**config.mk**
```make
export PLATFORM = sky130hd
export DESIGN_NAME = brfpa_regs
export DESIGN_NICKNAME = d
export VERILOG_FILES = /design/src/hdl/byte_ring_fifo_packet_admit_top_assert.svh /design/src/hdl/brfpa_pkg.sv /design/src/hdl/brfpa_regs.sv
export SDC_FILE = /design/constraint.sdc
export NUM_CORES = 1
export LEC_CHECK = 0
export BUFFER_PORTS_ARGS = -buffer_cell sky130_fd_sc_hd__buf_2
export CAP_MARGIN = 20
export CORE_MARGIN = 3
export CORE_UTILIZATION = 26
export DETAILED_ROUTE_END_ITERATION = 6
export PLACE_DENSITY = 0.79
export SYNTH_ARGS = -nofsm -noshare
export SYNTH_HDL_FRONTEND = slang
export SYNTH_SLANG_ARGS = --single-unit
```
**constraint.sdc**
```tcl
create_clock -name clk_i -period 0.89 [get_ports clk_i]
set_input_delay 0.1335 -clock clk_i [delete_from_list [all_inputs] [get_ports clk_i]]
set_output_delay 0.1335 -clock clk_i [all_outputs]
set_load 0.02 [all_outputs]
```
**src/hdl/byte_ring_fifo_packet_admit_top_assert.svh**
```systemverilog
// ----------------------------------------------------------------------------
// byte_ring_fifo_packet_admit_top_assert
// Assertion macros shared by the byte ring FIFO block.
// ----------------------------------------------------------------------------
`ifndef BYTE_RING_FIFO_PACKET_ADMIT_TOP_ASSERT_SVH
`define BYTE_RING_FIFO_PACKET_ADMIT_TOP_ASSERT_SVH

// Same-cycle implication, checked on every rising clock edge out of reset.
`define BRFPA_ASSERT_NOW(label, clk, rst_n, ante, cons) \
  label: assert property (@(posedge clk) disable iff (!(rst_n)) (ante) |-> (cons)) \
    else $error("assertion failed");

// Next-cycle implication.
`define BRFPA_ASSERT_NEXT(label, clk, rst_n, ante, cons) \
  label: assert property (@(posedge clk) disable iff (!(rst_n)) (ante) |=> (cons)) \
    else $error("assertion failed");

`endif

```
**src/hdl/brfpa_pkg.sv**
```systemverilog
// ----------------------------------------------------------------------------
// brfpa_pkg
// Types and constants of the byte ring FIFO with packet admission.
// ----------------------------------------------------------------------------
package brfpa_pkg;

  localparam int DATA_W = 8;
  localparam int LEN_W  = 11;
  localparam int FILL_W = 11;
  localparam int CL_W   = 4;
  localparam int ADDR_W = 3;

  localparam logic [CL_W-1:0] CAP_LOG2_RESET = 4'd10;
  localparam logic            REG_CAP_LOG2   = 1'b0;

  typedef enum logic [1:0] {
    KIND_WRITE  = 2'd0,
    KIND_READ   = 2'd1,
    KIND_FLUSH  = 2'd2,
    KIND_PACKET = 2'd3
  } kind_e;

  typedef enum logic [1:0] {
    ST_OK    = 2'd0,
    ST_FULL  = 2'd1,
    ST_EMPTY = 2'd2,
    ST_SEQ   = 2'd3
  } status_e;

  typedef struct packed {
    logic [1:0]       kind;
    logic [DATA_W-1:0] data_byte;
    logic             packet_first;
    logic [LEN_W-1:0] packet_length;
  } cmd_t;

  typedef struct packed {
    logic [1:0]        status;
    logic [DATA_W-1:0] read_data;
    logic [FILL_W-1:0] fill_level;
    logic [FILL_W-1:0] capacity;
    logic              packet_open;
  } result_t;

  // Controller to datapath.
  typedef struct packed {
    logic push;
    logic pop;
    logic flush;
    logic load_rem;
    logic dec_rem;
    logic reserve;
  } dp_ctl_t;

  // Datapath to controller.
  typedef struct packed {
    logic empty;
    logic write_room;
    logic pkt_fits;
    logic rem_is_one;
    logic len_is_zero;
    logic len_is_one;
  } dp_stat_t;

endpackage

```
**src/hdl/brfpa_regs.sv**
```systemverilog
// ----------------------------------------------------------------------------
// brfpa_regs
// APB register file holding capacity_log2; a write also empties the FIFO.
// ----------------------------------------------------------------------------
module brfpa_regs (
  input  logic                        clk_i,
  input  logic                        rst_ni,
  input  logic                        psel,
  input  logic                        penable,
  input  logic                        pwrite,
  input  logic [brfpa_pkg::ADDR_W-1:0] paddr,
  input  logic [31:0]                 pwdata,
  output logic [31:0]                 prdata,
  output logic                        pready,
  output logic [brfpa_pkg::CL_W-1:0]  cap_log2_o,
  output logic                        clear_o
);
  import brfpa_pkg::*;

  logic [CL_W-1:0] cap_log2_q, cap_log2_d;
  logic            hit;

  assign pready  = 1'b1;
  assign hit     = (paddr[2] == REG_CAP_LOG2);
  assign clear_o = psel && penable && pwrite && pready && hit;

  always_comb begin
    cap_log2_d = cap_log2_q;
    if (clear_o) begin
      cap_log2_d = pwdata[CL_W-1:0];
    end
  end

  always_ff @(posedge clk_i or negedge rst_ni) begin
    if (!rst_ni) begin
      cap_log2_q <= CAP_LOG2_RESET;
    end else begin
      cap_log2_q <= cap_log2_d;
    end
  end

  assign prdata     = hit ? {{(32-CL_W){1'b0}}, cap_log2_q} : 32'd0;
  assign cap_log2_o = cap_log2_q;

endmodule

```
Yosys cells after proc, flatten, opt, wreduce, memory -nomap -nowiden
Index checks and enable logic that the tools add are counted.
{"block": "classes", "bitwise": 1, "n_mux": 1, "n_reduce_logical": 3}
{"operator": "4-bit 2-to-1 mux", "n": 1}
{"operator": "1-bit logical AND", "n": 3}
{"operator": "1-bit inverter", "n": 1}
{"block": "totals", "elab_cells": 6, "reg_bits": 4, "output_inout_bits": 38}

Depth between registers and ports, before layout
{"block": "depth", "word_depth": 3, "depth_mapped": 2}

Worst setup path before layout
No wires, ideal clock.
{"block": "synth_timing", "path_type": "flip-flop to output port", "from": "register cap_log2_q[1], in the netlist cap_log2_o[1]", "to": "output prdata[1]", "arrival_ns": 0.784, "n_path_buf": 0, "slack_ns": -0.028, "path_stages_with_launch": 2, "required_ns": 0.757, "cell_sequence": "dfstp_2 and2b_2"}
{"block": "synth_via", "elab_chain_len": 1}
{"item": "start: declaration", "line_no": "brfpa_regs.sv:20", "source": "logic [CL_W-1:0] cap_log2_q, cap_log2_d;"}
{"item": "start signal: assignment", "line_no": "brfpa_regs.sv:38", "source": "cap_log2_q <= cap_log2_d;"}
{"item": "4-bit 2-to-1 mux", "line_no": "brfpa_regs.sv:42", "source": "assign prdata = hit ? {{(32-CL_W){1'b0}}, cap_log2_q} : 32'd0;"}
{"item": "end: declaration", "line_no": "brfpa_regs.sv:13", "source": "output logic [31:0] prdata,"}
Every way passes these cells.

Final worst setup path
{"block": "layout_timing", "from": "register cap_log2_q[3], in the netlist cap_log2_o[3]", "to": "output prdata[3]"}
The elaborated chain is that of the path after synthesis.

==> summary.md <==
| Metric | Value |
|---|---|
| Clk_skew | 0 ns |
| Critical Path RT | 0.76 ns |
| Largest net degree at the start of global routing | 6 |
| Initial antenna violation count | 0 |
| Share of layout cells above drive strength 1 | 53.4% |
| Area growth, synth to finish | 35.6% |
| Vias in the first global route | 279 |
| Flops & latches, synth | 4 |
| Final Hold Viols | 0 |
| Via count | 296 |
| Placed inst area | 437 um^2 |
| PortBufs | 18 |
| CP Capture Point | prdata[3] |
| Status | finished, violations left |
| Final period util | 129% |
| Die width | 46.9 um |
| Setup ws final | -0.261 ns |
| Vias/cell | 3.33 |
| Synth area leader | buf_4 |
| Setup violations, final | 9 |
| Starting Density | 28.2% |
| Synthesized area per cell | 9.68 um^2 |
| Drt total wl | 857 um |
| Crit path depth | 2 |
| CP bufs+invs | 1 |
| Clock Tree Buf Depth | 2 |
| CP Max Fanout | 3 |
| Die outline height | 46.9 um |
| Final instance area | 591 um^2 |
| Reg2reg start | cap_log2_o[1]$_DFFE_PN1P_ |
| Ys async rst share | 100% |
| Max Slew Vio Count | 0 |
| Largest cells by area after synthesis | buf_4 (50%), dfstp_2 (12%), dfrtp_1 (11%) |
| R2R cell count | 3 |
| TritonCTS clock tree | built |
| CP Launch Point | cap_log2_o[3]$_DFFE_PN1P_ |
| Startpoint types | flop |
| Post-route ant nets | 0 |
| Layout Nets | 114 |
| Root Driver | clkbuf_4 |
| Lkg Pwr | 0.360 nW |
| R2R Setup Slk | 0 ns |
| R2R Path End | cap_log2_o[1]$_DFFE_PN1P_ |
| Clock transition at the registers of the reported paths | 0.04 ns |
| Core area | 0.00154 mm^2 |
| Count leader, synth | buf_4 |
| # DRC | 0 |
| Fmax | 0.869 GHz |
| CP max stage cell | dfstp_2 |
| Worst min path class | input pin to flop |
| Crit-path cells | and2b_2, buf_6 |
| Die ar. | 0.00220 mm^2 |
| CP Capture Type | output port |
| First-pass GRT wire length | 1.06 mm |
| Main flop type after synthesis | dfstp_2 |
| VDD IR max | 0.000431 V |
| Power Density | 1880 mW/mm^2 |
| Unrepaired setup endpoints after global routing | true |
| Worst path max stage delay | 0.53 ns |
| H-tree Lvls | 1 |
| CTS buffer count | 3 |
| Final GP Congestion | 0.575 |
| Failing checks | setup timing |
| EDFF count, synth | 0 |
| Crit Path Class | flop to output port |
| Remaining Overflow, GRT | 0 |
| Total power | 0.00111 W |
| Post-route minimum period | 1.15 ns |
| Clock Sinks | 4 |
| Top-area cell type share of the netlist area | 50.0% |
| # diodes | 0 |
| Later-pin clock latency in the skew report | 0.24 ns |
| Largest register FFs | 4 |
| Avg WL per Cell | 9.63 um |
| Max-cap viol count | 0 |
| Delay-heaviest family, CP | flip-flops |
| Worst slack, placed | -0.0400 ns |
| Tot GR Track Use | 7.62% |
| Post-synth top cells | buf_4 (29), and2b_2 (4), mux2_2 (4) |
| Top Ports | 78 |
| Fillers | 156 |
| Arrival time at the worst endpoint | 1.02 ns |
| Initial DRT Pass Iterations | 1 |
| Sequential area share after synthesis | 23.6% |
| Row cnt | 14 |
| Syn Inst Count | 45 |
| 1st-iter DRT viols | 0 |
| Synth cell types | 8 |
| Yosys warning count | 0 |
| Mapped cell area | 435 um^2 |
cell families (layout without fill, tap and decap cells):
group         Yosys count  count (layout)  synth area share (%)
buf+inv                30              31                  50.9
flops                   4               4                  23.6
mux                     4               4                  10.3
other cells             2              29                  1.72
simple gates            5               5                  13.5
repair_timing:
| item | CTS | global route |
|---|---|---|
| setup buffers | 6 | 0 |
| hold buffers | 1 | 0 |
| gates resized for setup | 21 | 1 |
| endpoints found under the hold margin | 4 | 0 |
| setup endpoints to repair | 8 | 10 |
cell usage in the layout, fill, tap and decap left out, drive strengths merged:
cell         count
dlygate4sd3      1
clkbuf           4
mux2             4
and2b            4
nand4b           1
dfstp            2
buf             25
dfrtp            2
inv              1
conb            29
metrics by stage:
stage / util, % / TNS, ns / hold WS, ns / cells
detailed placement: 28.3 / -0.0798 / -0.0585 / 78
finish: 38.3 / -1.56 / 0.124 / 89
global placement: 28.3 / -0.0588 / -0.0628 / 78
global route: 38.3 / -1.82 / 0.126 / 89
CTS: 38.1 / -1.61 / 0.121 / 89
floorplan: - / -0.0558 / -0.162 / 72
where the power goes:
group          switching [W]  internal (W)  leakage [nW]  total [W]
clock network      0.0000832      0.000169        0.0150   0.000252
registers          0.0000294      0.000238        0.0450   0.000268
logic               0.000291      0.000298         0.300   0.000589
total               0.000404      0.000705         0.360    0.00111
worst min path at each step:
stage / start / to / slack [ns] / cells after the start
floorplan: rst_ni / cap_log2_o[0]$_DFFE_PN0P_ / -0.16 / 0
global placement: rst_ni / cap_log2_o[0]$_DFFE_PN0P_ / -0.06 / 1
detailed placement: rst_ni / cap_log2_o[0]$_DFFE_PN0P_ / -0.06 / 1
CTS: pwdata[0] / cap_log2_o[0]$_DFFE_PN0P_ / 0.12 / 2
global route: pwdata[0] / cap_log2_o[0]$_DFFE_PN0P_ / 0.13 / 2
finish: pwdata[2] / cap_log2_o[2]$_DFFE_PN0P_ / 0.12 / 2
cell type report:
| class | count | area (um^2) | share of cell area (%) |
|---|---|---|---|
| Clock buffer | 4 | 26.3 | 4.45 |
| Inverter | 1 | 3.75 | 0.636 |
| Multi-Input combinational cell | 38 | 220 | 37.3 |
| Sequential cell | 4 | 103 | 17.4 |
| Tap cell | 16 | 20.0 | 3.39 |
| Timing Repair Buffer | 26 | 218 | 36.9 |
per-layer routing:
layer | track usage, % | up-vias | routed length, um
li1 | - | 135 | -
met1 | 3.91 | 132 | 168
met2 | 16.3 | 27 | 546
met3 | 3.45 | 2 | 127
met4 | 6.63 | 0 | 14
met5 | 0 | - | 0
Note: power is estimated with default switching activity, not from simulation.
