===== src/hdl/byte_ring_fifo_packet_admit_top_assert.svh =====
// ----------------------------------------------------------------------------
// byte_ring_fifo_packet_admit_top_assert
// Assertion macros shared by the byte ring FIFO block.
// ----------------------------------------------------------------------------
`ifndef BYTE_RING_FIFO_PACKET_ADMIT_TOP_ASSERT_SVH
`define BYTE_RING_FIFO_PACKET_ADMIT_TOP_ASSERT_SVH

// Same-cycle implication, checked on every rising clock edge out of reset.
`define BRFPA_ASSERT_NOW(label, clk, rst_n, ante, cons) \
  label: assert property (@(posedge clk) disable iff (!(rst_n)) (ante) |-> (cons)) \
    else $error("assertion failed");

// Next-cycle implication.
`define BRFPA_ASSERT_NEXT(label, clk, rst_n, ante, cons) \
  label: assert property (@(posedge clk) disable iff (!(rst_n)) (ante) |=> (cons)) \
    else $error("assertion failed");

`endif


===== src/hdl/brfpa_pkg.sv =====
// ----------------------------------------------------------------------------
// brfpa_pkg
// Types and constants of the byte ring FIFO with packet admission.
// ----------------------------------------------------------------------------
package brfpa_pkg;

  localparam int DATA_W = 8;
  localparam int LEN_W  = 11;
  localparam int FILL_W = 11;
  localparam int CL_W   = 4;
  localparam int ADDR_W = 3;

  localparam logic [CL_W-1:0] CAP_LOG2_RESET = 4'd10;
  localparam logic            REG_CAP_LOG2   = 1'b0;

  typedef enum logic [1:0] {
    KIND_WRITE  = 2'd0,
    KIND_READ   = 2'd1,
    KIND_FLUSH  = 2'd2,
    KIND_PACKET = 2'd3
  } kind_e;

  typedef enum logic [1:0] {
    ST_OK    = 2'd0,
    ST_FULL  = 2'd1,
    ST_EMPTY = 2'd2,
    ST_SEQ   = 2'd3
  } status_e;

  typedef struct packed {
    logic [1:0]       kind;
    logic [DATA_W-1:0] data_byte;
    logic             packet_first;
    logic [LEN_W-1:0] packet_length;
  } cmd_t;

  typedef struct packed {
    logic [1:0]        status;
    logic [DATA_W-1:0] read_data;
    logic [FILL_W-1:0] fill_level;
    logic [FILL_W-1:0] capacity;
    logic              packet_open;
  } result_t;

  // Controller to datapath.
  typedef struct packed {
    logic push;
    logic pop;
    logic flush;
    logic load_rem;
    logic dec_rem;
    logic reserve;
  } dp_ctl_t;

  // Datapath to controller.
  typedef struct packed {
    logic empty;
    logic write_room;
    logic pkt_fits;
    logic rem_is_one;
    logic len_is_zero;
    logic len_is_one;
  } dp_stat_t;

endpackage


===== src/hdl/brfpa_ctrl.sv =====
// ----------------------------------------------------------------------------
// brfpa_ctrl
// Packet state machine and operation decode; issues datapath commands and
// registers the result status and strobe.
// ----------------------------------------------------------------------------
module brfpa_ctrl (
  input  logic                 clk_i,
  input  logic                 rst_ni,
  input  logic                 accept_i,
  input  logic                 clear_i,
  input  logic [1:0]           kind_i,
  input  logic                 first_i,
  input  brfpa_pkg::dp_stat_t  stat_i,
  output brfpa_pkg::dp_ctl_t   ctl_o,
  output logic                 valid_o,
  output logic [1:0]           status_o,
  output logic                 rd_ok_o,
  output logic                 open_o
);
  import brfpa_pkg::*;

  typedef enum logic [1:0] {
    PKT_NONE,
    PKT_ADMIT,
    PKT_DROP
  } pkt_state_e;

  pkt_state_e state_q, state_d;
  logic [1:0] status_q, status_d;
  logic       valid_q, rd_ok_q, rd_ok_d;

  always_comb begin
    state_d  = state_q;
    status_d = ST_OK;
    rd_ok_d  = 1'b0;
    ctl_o    = '0;
    // Space held by an admitted packet is off limits to plain writes.
    ctl_o.reserve = (state_q == PKT_ADMIT);
    if (accept_i) begin
      case (kind_i)
        KIND_WRITE: begin
          if (stat_i.write_room) ctl_o.push = 1'b1;
          else status_d = ST_FULL;
        end
        KIND_READ: begin
          if (stat_i.empty) begin
            status_d = ST_EMPTY;
          end else begin
            ctl_o.pop = 1'b1;
            rd_ok_d   = 1'b1;
          end
        end
        KIND_FLUSH: ctl_o.flush = 1'b1;
        KIND_PACKET: begin
          if (first_i) begin
            if (state_q != PKT_NONE) begin
              status_d = ST_SEQ;
            end else if (stat_i.len_is_zero) begin
              status_d = ST_FULL;
            end else if (!stat_i.pkt_fits) begin
              status_d       = ST_FULL;
              ctl_o.load_rem = 1'b1;
              if (!stat_i.len_is_one) state_d = PKT_DROP;
            end else begin
              ctl_o.push     = 1'b1;
              ctl_o.load_rem = 1'b1;
              if (!stat_i.len_is_one) state_d = PKT_ADMIT;
            end
          end else begin
            case (state_q)
              PKT_ADMIT: begin
                ctl_o.push    = 1'b1;
                ctl_o.dec_rem = 1'b1;
                if (stat_i.rem_is_one) state_d = PKT_NONE;
              end
              PKT_DROP: begin
                status_d      = ST_FULL;
                ctl_o.dec_rem = 1'b1;
                if (stat_i.rem_is_one) state_d = PKT_NONE;
              end
              default: status_d = ST_SEQ;
            endcase
          end
        end
        default: status_d = ST_OK;
      endcase
    end
    if (clear_i) state_d = PKT_NONE;
  end

  always_ff @(posedge clk_i or negedge rst_ni) begin
    if (!rst_ni) begin
      state_q  <= PKT_NONE;
      valid_q  <= 1'b0;
      status_q <= ST_OK;
      rd_ok_q  <= 1'b0;
    end else begin
      state_q  <= state_d;
      valid_q  <= accept_i;
      status_q <= status_d;
      rd_ok_q  <= rd_ok_d;
    end
  end

  assign valid_o  = valid_q;
  assign status_o = status_q;
  assign rd_ok_o  = rd_ok_q;
  assign open_o   = (state_q != PKT_NONE);

endmodule


===== config.mk =====
export PLATFORM = sky130hd
export DESIGN_NAME = brfpa_ctrl
export DESIGN_NICKNAME = d
export VERILOG_FILES = /design/src/hdl/byte_ring_fifo_packet_admit_top_assert.svh /design/src/hdl/brfpa_pkg.sv /design/src/hdl/brfpa_ctrl.sv
export SDC_FILE = /design/constraint.sdc
export NUM_CORES = 1
export LEC_CHECK = 0
export BUFFER_PORTS_ARGS = -buffer_cell sky130_fd_sc_hd__clkbuf_2
export CAP_MARGIN = 10
export CORE_AREA = 4 4 41 43
export CTS_CLUSTER_DIAMETER = 120
export DETAILED_ROUTE_END_ITERATION = 6
export DIE_AREA = 0 0 45 47
export GPL_ROUTABILITY_DRIVEN = 1
export PLACE_DENSITY = 0.76
export SYNTH_ARGS = -nofsm -noshare
export SYNTH_HDL_FRONTEND = slang
export SYNTH_SLANG_ARGS = --single-unit
export TNS_END_PERCENT = 5

===== constraint.sdc =====
create_clock -name clk_i -period 4.2 [get_ports clk_i]
set_clock_uncertainty 0.15 [all_clocks]
set_input_delay 0.21 -clock clk_i [delete_from_list [all_inputs] [get_ports clk_i]]
set_output_delay 0.21 -clock clk_i [all_outputs]
set_load 0.01 [all_outputs]

Word level (Yosys, flattened, before mapping)
Index checks and enable logic that the tools add are counted.
{ "totals": {"register_bits": 6, "in_bits": 13, "output_inout_bits": 11, "word_cells": 58} }
{ "op_classes": {"n_eq_ne": 8, "muxes": 38, "reduce_logical": 8} }
{ "ops": {"columns": ["op", "count"], "rows": [
  ["$mux 2", 16],
  ["$mux 1", 18],
  ["$ne 3x3->1 const B", 3],
  ["$reduce_and 7->1", 1],
  ["$eq 2x2->1 const B", 3],
  ["$pmux 2 s3", 1],
  ["$reduce_bool 2->1", 3],
  ["$reduce_bool 3->1", 2],
  ["$mux 5", 1],
  ["$eq 2x1->1 const B", 2],
  ["$pmux 2 s2", 1],
  ["$logic_not 2->1", 1],
  ["$pmux 1 s2", 1],
  ["$reduce_or 2->1", 1]
]} }

Logic depth before layout (Yosys ltp)
{ "depth": {"depth_word": 8, "depth_mapped": 5, "ltp_nobuf": 5} }

Worst setup path before layout
No wires, ideal clock.
{ "synth_path": {"path_type": "register -> register", "from": "reg state_q[0]", "to": "reg state_q[0]", "setup_ns": 0.079, "arrival_time_ns": 1.471, "required_ns": 3.971, "path_slack_ns": 2.499, "stages_incl_launch_ff": 6, "path_buffers": 0, "synth_period_minus_slack_ns": 1.701, "path_cell_list": "dfrtp_1 inv_1 ha_1 or3b_4 a211oi_4 mux2i_1"} }
{ "synth_via": {"elab_chain_len": 4, "word_cells_on_any_way": 7, "classes_between": "eq/ne: 3; reduce/logical: 4"} }
{ "synth_lines": {"columns": ["item", "line_no", "text"], "rows": [
  ["start, declared", "brfpa_ctrl.sv:28", "pkt_state_e state_q, state_d;"],
  ["start signal, assigned", "brfpa_ctrl.sv:98", "state_q <= state_d;"],
  ["$eq 2x1->1 or $eq 2x2->1 (tied branches)", "brfpa_ctrl.sv:70", "case (state_q)"],
  ["$reduce_or 2->1 (no source line)", null, null],
  ["$reduce_bool 3->1 (no source line)", null, null],
  ["$reduce_and 7->1 (no source line) (*)", null, null]
]} }
Every way passes the cells marked *; elsewhere a longest branch is shown, timed or not.
A chain may end at the register's enable or synchronous reset.

==> flow_summary.yaml <==
layout:
  area_delta_synth_final_pct: 30.4
  finalNonFillerCells: 93
  most-common-layout-cells: "clkbuf_2 (23), ha_1 (9), inv_1 (6), nand2b_1 (6), dfrtp_1 (6)"
  diodes: 0
  final_nets: 102
  drive_above_1_share: 0.385
  final_common_cell: "clkbuf_2"
  fill_cells: 130
clock_network:
  cts_buffers: 3
  clock-sinks: 6
  cts_resized: 0
  htreeDepth: 1
  clockBufferDepth: 2
  cts.clk_slew.worst_paths_ns: 0.05
  cts_setup_buffers: 0
  cts_tree: "built"
  cts_root_buf: "clkbuf_4"
  cts_hold_buf: 1
  clk_latency_ns: 0.24
timing:
  min_period_ns: 1.89
  hold_viol: 0
  slew_headroom: 0.829
  tns_ns: 0
  worst_slew_pin_slew_ns: 0.256
  fmaxAchievable_ghz: 0.529
  min_period_over_period: 0.450
  finalSetupViolCount: 0
  rsz0062_at_grt: "false"
  holdWs_ns: 0.0104
  maxSlewViolCount: 0
die:
  die_x_um: 45
  num_io_pins: 24
  placementRows: 13
  die_h_um: 47
  dieArea_sq_um: 2120
  initial_utilization: 0.389
  core_area_sq_um: 1300
synth:
  synth_edf_count: 0
  synth_area_leaders: "dfrtp_1 (30%), ha_1 (22%), nand2b_1 (7.4%)"
  yosys_warnings: 0
  yosys.area.top_type: "dfrtp_1"
  syn_nets: 75
  syn_inst: 53
  yosys.area_share.simple: 0.269
  ys.flop_type: "dfrtp_1"
  syn_area_sq_um: 507
  yosys-mux-area-fraction: 0.0395
  avgSynthCellArea_sq_um: 9.56
  synth_fa_ha_area_frac: 0.222
  ys_ff_latch: 6
  synth_top_family_by_area: "simple AND/OR/NAND/NOR gates"
  synth_compound_area_frac: 0.104
  synth.distinct_cells: 21
  synth-seq-area-share: 0.296
  async_flop_share: 1.00
  netlist.area_leader.share: 0.296
  synth_xor_area_frac: 0
power_and_ir_drop:
  p_per_area_nw_per_um2: 215
  leakagePower_nw: 0.345
  ir_drop_mv: 0.0900
routing:
  drt_first_pass_iters: 5
  ant_nets: 0
  vias: 460
  drc_errors: 0
  viasPerCell: 4.95
  detail_route.wl_per_cell_um: 12.5
  drt-total-wl_um: 1160
  drt_first_iter_violations: 5
worst_setup_path:
  path_class: "flip-flop to primary output"
  cp_cell_sequence: "inv_1 -> ha_1 -> and4b_2 -> o21ai_0 -> a21oi_1 -> clkbuf_2"
  critPathMaxStageDelay_ns: 0.37
  cp.buffers_inverters: 2
  critPathCaptureType: "primary output"
  path_max_fanout: 4
  cp_data_arrival_time_ns: 1.53
  slowest_stage: "dfrtp_1"
  cp-startpoint: "state_q[1]"
  timing.rr.start: "state_q[1]"
  critPathTopFamily: "flip-flops"
  required_ns: 3.84
  startpoint_type: "flip-flop"
worst_hold_path:
  hold_path.class: "primary input to flip-flop"
  hp-start: "stat_i[5]"
global_route:
  grt.total_usage: 0.120
  grt_overflow: 0
  grt_max_degree: 12
  grt_pass1_wl_um: 1790
  grt_pass1_vias: 437
  antenna_found_initial: 0
placed_design:
  dp.final_hpwl_um: 977
  place_inst: 89
  io_buffers: 23
  place.gp.congestion: 0.806
status:
  status: "complete, no violations"
flow_run:
  max_cap_viol_count: 0
-- synthesized netlist by cell type, types with 2 or more instances --
master    instances
dfrtp_1           6
a21oi_1           2
inv_1             6
mux2i_1           2
ha_1              9
nand2_1           4
nor2_1            4
a32oi_1           2
nand2b_1          6
-- routing by layer --
| metal | vias up | GRT usage | part of all wire |
|---|---|---|---|
| met5 | - | 0 | 0 |
| met4 | 0 | 0.105 | 0 |
| met3 | 0 | 0.0153 | 0.090 |
| met2 | 17 | 0.203 | 0.51 |
| met1 | 215 | 0.132 | 0.40 |
| li1 | 228 | - | - |
-- where the power goes --
group / switching (mW) / total, mW / internal [mW] / leakage [nW]
combinational: 0.0158 / 0.0295 / 0.0138 / 0.251
sequential: 0.000454 / 0.0602 / 0.0597 / 0.0803
clock: 0.0198 / 0.0521 / 0.0323 / 0.0138
total: 0.0360 / 0.142 / 0.106 / 0.345
-- cell families after synthesis --
logic type | count (synthesis)
buffers and inverters | 8
multiplexers | 2
flip-flops | 6
adder cells (fa/ha/maj) | 9
AO/OA/AOI/OAI | 6
AND/OR/NAND/NOR | 22
-- through the flow --
step | area [sq um] | power (mW) | util | worst slack [ns]
6_report | 661 | 0.142 | 0.508 | 2.31
5_1_grt | 661 | 0.149 | 0.508 | 2.18
4_1_cts | 661 | 0.144 | 0.508 | 2.30
3_5_place_dp | 628 | 0.0899 | 0.483 | 2.36
3_3_place_gp | 628 | 0.0894 | 0.483 | 2.43
2_1_floorplan | 507 | 0.0767 | - | 2.50
-- path summary, 6_finish.rpt --
path	to	slack (ns)	cells past startpoint
max reg2reg	state_q[1]	2.34	5
max	ctl_o[5]	2.31	6
min in group asynchronous	state_q[0]	0.18	2
max in group asynchronous	rd_ok_o	3.57	2
min	rd_ok_o	0.01	2
min reg2reg	state_q[1]	0.41	2
-- registers in the layout, summed over array words and instances (netlist names) --
name and cells:
status_o 2, rd_ok_o 1, state_q 2, valid_o 1
-- final cells by class --
cell class	count	area, sq um	area share
Multi-Input combinational cell	39	322	0.487
Tap cell	15	18.8	0.0284
Clock buffer	3	22.5	0.0341
Sequential cell	6	150	0.227
Inverter	6	22.5	0.0341
Timing Repair Buffer	24	125	0.189
Note: power is estimated with default switching activity, not from simulation.
